==> src/hw/rtl/swtf_pkg.sv <==
// Shared types and constants for the sliding window traffic feature block.
package swtf_pkg;

	localparam int unsigned START_MAX    = 1048575;
	localparam int unsigned GAP_MAX      = 1073741823;
	localparam int unsigned USEC_PER_SEC = 1000000;
	localparam int unsigned DIV_NW       = 48;
	localparam int unsigned IN_TDATA_W   = 96;
	localparam int unsigned OUT_TDATA_W  = 168;

	localparam logic [1:0] REG_WINDOW_LEN    = 2'd0;
	localparam logic [1:0] REG_WINDOW_STEP   = 2'd1;
	localparam logic [1:0] REG_EXCLUDED_ADDR = 2'd2;

	localparam logic [3:0] FLAG_SYN    = 4'd1;
	localparam logic [3:0] FLAG_SYNACK = 4'd2;
	localparam logic [3:0] FLAG_SYNRST = 4'd3;
	localparam logic [3:0] FLAG_SYNFIN = 4'd4;
	localparam logic [3:0] FLAG_XMAS   = 4'd5;
	localparam logic [3:0] FLAG_FIN    = 4'd6;
	localparam logic [3:0] FLAG_FINACK = 4'd7;
	localparam logic [3:0] FLAG_FINRST = 4'd8;

	typedef enum logic {KIND_RECORD, KIND_FLUSH} kind_t;

	typedef struct packed {
		logic [3:0]  flag_class;
		logic [15:0] pkt_len;
		logic [19:0] time_usec;
		logic [19:0] time_sec;
		logic [31:0] src_addr;
	} rec_t;

	typedef struct packed {
		kind_t kind;
		rec_t  rec;
	} item_t;

	typedef struct packed {
		logic [9:0]  window_len;
		logic [9:0]  window_step;
		logic [31:0] excluded_addr;
	} cfg_t;

	typedef struct packed {
		logic               overflow;
		logic [29:0]        top_avg_gap_usec;
		logic [23:0]        mean_size_q8;
		logic [12:0]        suspicious_count;
		logic signed [13:0] fin_minus_syn;
		logic signed [13:0] syn_minus_synack;
		logic [12:0]        top_count;
		logic [12:0]        packet_count;
		logic [20:0]        window_end_sec;
		logic [19:0]        window_start_sec;
	} report_t;

	typedef enum logic [4:0] {
		ST_IDLE, ST_CHECK, ST_REP_INIT, ST_P1_RD, ST_P1_TAL, ST_T_RD, ST_T_CMP,
		ST_S_RD, ST_S_CMP, ST_G_RD, ST_G_CMP, ST_G_MUL, ST_G_ADD, ST_G_DIV, ST_G_WAIT,
		ST_M_DIV, ST_M_WAIT, ST_EMIT, ST_DROP_RD, ST_DROP_CHK, ST_SK_DIV, ST_SK_WAIT,
		ST_SK_MUL, ST_SK_SET, ST_APPEND
	} bk_state_t;

endpackage

==> src/hw/rtl/swtf_front.sv <==
// Input side: takes stream transactions, classifies them and queues them for the engine.
module swtf_front (
	input  logic                                clk,
	input  logic                                arst_n,
	input  logic                                s_tvalid,
	output logic                                s_tready,
	input  logic [swtf_pkg::IN_TDATA_W-1:0]     s_tdata,
	input  logic                                s_tuser,
	output logic                                q_valid,
	output swtf_pkg::item_t                     q_item,
	input  logic                                q_pop
);
	import swtf_pkg::*;

	item_t      slot_q [2];
	logic       wr_q;
	logic       rd_q;
	logic [1:0] cnt_q;
	item_t      item_in;
	logic       push;

	always_comb begin
		item_in.kind            = s_tuser ? KIND_FLUSH : KIND_RECORD;
		item_in.rec.src_addr    = s_tdata[31:0];
		item_in.rec.time_sec    = s_tdata[51:32];
		item_in.rec.time_usec   = s_tdata[71:52];
		item_in.rec.pkt_len     = s_tdata[87:72];
		item_in.rec.flag_class  = s_tdata[91:88];
	end

	assign s_tready = cnt_q != 2'd2;
	assign push     = s_tvalid && s_tready;
	assign q_valid  = cnt_q != 2'd0;
	assign q_item   = slot_q[rd_q];

	always_ff @(posedge clk or negedge arst_n) begin
		if (!arst_n) begin
			wr_q  <= 1'b0;
			rd_q  <= 1'b0;
			cnt_q <= 2'd0;
		end else begin
			if (push) begin
				wr_q <= ~wr_q;
			end
			if (q_pop && q_valid) begin
				rd_q <= ~rd_q;
			end
			cnt_q <= cnt_q + 2'(push) - 2'(q_pop && q_valid);
		end
	end

	always_ff @(posedge clk) begin
		if (push) begin
			slot_q[wr_q] <= item_in;
		end
	end

endmodule

==> config.mk <==
export PLATFORM = sky130hd
export DESIGN_NAME = swtf_front
export DESIGN_NICKNAME = d
export VERILOG_FILES = /design/src/hw/rtl/swtf_pkg.sv /design/src/hw/rtl/swtf_front.sv
export SDC_FILE = /design/constraint.sdc
export NUM_CORES = 1
export LEC_CHECK = 0
export BUFFER_PORTS_ARGS = -buffer_cell sky130_fd_sc_hd__buf_2
export CAP_MARGIN = 30
export CORE_ASPECT_RATIO = 0.9
export CORE_MARGIN = 2
export CORE_UTILIZATION = 56
export DETAILED_ROUTE_END_ITERATION = 16
export GPL_TIMING_DRIVEN = 0
export PLACE_DENSITY_LB_ADDON = 0.05
export SLEW_MARGIN = 20
export SYNTH_ARGS = -nofsm -noshare
export SYNTH_HDL_FRONTEND = slang
export SYNTH_SLANG_ARGS = --single-unit
==> constraint.sdc <==
create_clock -name clk -period 11.5 [get_ports clk]
set_input_delay 0.575 -clock clk [delete_from_list [all_inputs] [get_ports clk]]
set_output_delay 0.575 -clock clk [all_outputs]
set_load 0.005 [all_outputs]
[After elaboration in Yosys (flattened, before gate mapping)]
Memories as Yosys holds them, arrays and structs flattened.
Index checks and enable logic that the tools add are counted.
Operators by class
  bitwise gates (word level): 2
  eq/ne operators: 1
  add/subtract/negate cells: 2
  reduce and logical (&&, ||, !) cells: 3
  mux-type cells: 3
Operator list (number)
  1-bit two-way mux: 3
  2-bit by 1-bit adder with 2-bit output: 1
  1-bit logical AND: 2
  2-bit != test, second input constant: 1
  1-bit NOT: 2
  2-bit nonzero test: 1
  2-bit by 1-bit subtractor with 2-bit output: 1
Word-level totals
  output and inout bits: 95
  input port bits: 101
  word-level logic and storage cells: 15
  flip-flop bits (word level): 4
  memories kept: 1
  bits in writable memories: 186
Memory list
  slot_q: depth 2, width 93, read ports 1, clocked after Yosys merged registers in 0, wr ports 1, RTL line swtf_front.sv:15  | item_t slot_q [2];

[Logic depth before layout (Yosys ltp)]
  depth after elaboration: 4
  gate-level depth with buffers: 7
  mapped depth without buffers: 7

[Worst setup path after synthesis]
OpenSTA, ideal clock, no wires.
  kind: input -> register
  start: in s_tvalid
  end: mem slot_q[0][0] (netlist bit), enable pin
  arrival: 4.543 ns
  data required time: 10.955 ns
  path slack: 6.412 ns
  setup time: 0.545 ns
  stages: 2
  buffers on the path: 0
  path through: nand2_1 -> nor2_1
On the way
  longest elaborated chain between the ends: 3
RTL lines
  start: declaration: RTL line swtf_front.sv:5  | input logic s_tvalid,
  1-bit logical AND: RTL line swtf_front.sv:32  | assign push = s_tvalid && s_tready;
  1-bit two-way mux: RTL line swtf_front.sv:53  | if (push) begin
  1-bit two-way mux (not written as such): RTL line swtf_front.sv:54  | slot_q[wr_q] <= item_in;
  end: declaration: RTL line swtf_front.sv:15
No other way between the ends.

==> metrics <==
status=completed; Clk Latency, worst-skew pair=430 ps; Chip Height=109 µm; grt ovf=0; HP Start=s_tdata[65]; hold endpoint=slot_q[1][65]$_DFFE_PP_; critical-path cell list=buf_4, buf_6, mux2_2, buf_2; syn_nets=409; synth unique cells=16; unrepaired setup endpoints after global routing=false; peak supply drop=170 µV; dpl ws=9310 ps; layout cell share with drive strength beyond 1=0.618; final setup vio count=0; drt drc=0; crit-path max FO=10; post-CTS setup buffer count=0; Hold Fails Final Rpt=0; synthesis-to-layout area growth=27.0%; Post-DP HPWL=8220 µm; starting density of the core=0.573; Seq/Total Area, Yosys=0.822; I/O Buffers=191; clk buf depth=2; DRT antenna net count=0; slew at the pin with the worst max-slew slack=741 ps; vias in the first global route=3,536; Pre-Repair DR Iteration Count=4; WL/cell=17.6 µm; TritonCTS buffer count=17; Synth Register Bits=190; top-level I/O count=196; Post-Synthesis Cells=306; Hold Path Stages=1; Cell Area, Synth=0.00692 mm²; GRT Overall Usage=0.184; Critical Path Source Type=flop; largest net degree at the start of global routing=53; Reg clk slew, reported paths=70 ps; Die ar.=0.0133 mm²; RD Place Congestion=0.711; Die W=121 µm; R2R depth=6; Detailed Route WL=12,200 µm; max_slew headroom=0.506; P per Cell Area=248 mW/mm²; Hold WC Path Type=primary input to flop; setup TNS=0 ps; TritonCTS clock tree=done; fin crit period=2330 ps; synthesized area per cell=22.6 µm²; fin crit share=0.203; P_leak=3.33 nW; Worst Skew=5.73 ps; Sink Count=190; slack of the worst reg-to-reg path=9450 ps; vias=3,526; placed instance area=0.00820 mm²; worst reg2reg endpoint=slot_q[0][62]$_DFFE_PP_; Crit-path slowest cell=dfrtp_1; cell area after layout=0.00879 mm²; Core Footprint=0.0121 mm²; Via-to-Cell Ratio=5.08; setup ws final=9170 ps; maxcap violations=0; 1st-iter DRT viols=190; Syn. warnings=0; critical path class=flop to primary output; clk root buf=clkbuf_16; Post-Layout Cell Count=694; worst r2r src=cnt_q[1]$_DFF_PN0_; Setup crit end kind=primary output; Core Rows=38; initial antenna violation count=0; commonest cells after routing, fill and taps aside=buf_2, edfxtp_1, mux2_2; first-pass GRT wire length=17,600 µm; commonest non-fill, non-tap cell in the layout=buf_2; fmax=429 MHz; Placed Instances=662; Final Max Tran Viols=0; CTS H-Tree Depth=4; Nets=625; Critical Path AT=1760 ps; n_diodes=0; Crit path required time=10,930 ps; crit-path max cell delay=410 ps
[synthesized netlist by cell type, drive strengths merged]
cell | count | area [µm²]
buf | 10 | 90.1
nor2 | 1 | 3.75
and3 | 1 | 6.26
xor2 | 1 | 8.76
ha | 2 | 25.0
and2 | 1 | 6.26
mux2 | 93 | 1050
xnor2 | 3 | 26.3
edfxtp | 186 | 5590
nand2b | 1 | 6.26
nand2 | 1 | 3.75
or2 | 1 | 6.26
inv | 1 | 3.75
dfrtp | 4 | 100
[per-layer routing]
layer,track usage,vias up,wire (µm)
li1,-,1649,-
met1,0.211,1740,4550
met2,0.301,126,6360
met3,0.0908,11,1150
met4,0.0690,0,123
met5,0,-,0
[kinds of logic after synthesis]
kind of cell,share of synthesized area
DFF,0.822
muxes,0.151
buffers and inverters,0.0136
and+or+nand+nor,0.00470
xor gates and xnor gates,0.00506
adders and majority gates,0.00362
[sequential cells by signal, indices dropped and copies added (netlist names)]
signal,cells
slot_q,186
rd_q,1
wr_q,1
cnt_q,2
[layout make-up]
| cell class | count | area, µm² |
|---|---|---|
| well taps | 160 | 200 |
| repair buffers | 197 | 1080 |
| clock buffers | 17 | 425 |
| multi-input cells | 105 | 1150 |
| inverters | 1 | 3.75 |
| fillers | 775 | 3290 |
| clock inverters | 14 | 151 |
| flip-flops and latches | 190 | 5690 |
| plain buffers | 10 | 90.1 |
[what timing repair did]
| item | CTS | global route |
|---|---|---|
| endpoints found under the hold margin | 4 | 0 |
| hold buffers | 1 | 0 |
| gates resized for setup | 0 | 0 |
[worst max-delay path, delay by kind of cell, from the launching register on]
family	cells	cell delay, ps
buffers and inverters	3	560
multiplexers	1	350
flip-flops	1	410
[metrics by stage]
stage          hold WS, ps  power (W)  utilization
2_1_floorplan          279    0.00137            -
3_3_place_gp           382    0.00162        0.669
3_5_place_dp           393    0.00164        0.679
4_1_cts                311    0.00221        0.728
5_1_grt                312    0.00228        0.728
6_report               334    0.00218        0.728
[worst max-delay path by stage]
stage                      from                      end  slack (ps)  cells past startpoint
2_1_floorplan          s_tvalid   slot_q[0][0]$_DFFE_PP_        6410                      2
3_3_place_gp           s_tvalid  slot_q[0][65]$_DFFE_PP_        4190                      3
3_5_place_dp           s_tvalid  slot_q[0][44]$_DFFE_PP_        9310                      6
4_1_cts        rd_q$_DFFE_PN0P_               q_item[62]        9130                      4
5_1_grt        rd_q$_DFFE_PN0P_               q_item[24]        9100                      4
6_report       rd_q$_DFFE_PN0P_               q_item[34]        9170                      4
[power breakdown]
group | internal [W] | switching, W | total (W)
Sequential | 0.000946 | 0.0000361 | 0.000982
Combinational | 0.000327 | 0.000304 | 0.000631
Clock | 0.000336 | 0.000233 | 0.000569
Total | 0.00161 | 0.000573 | 0.00218
(Power assumes the default switching activity.)
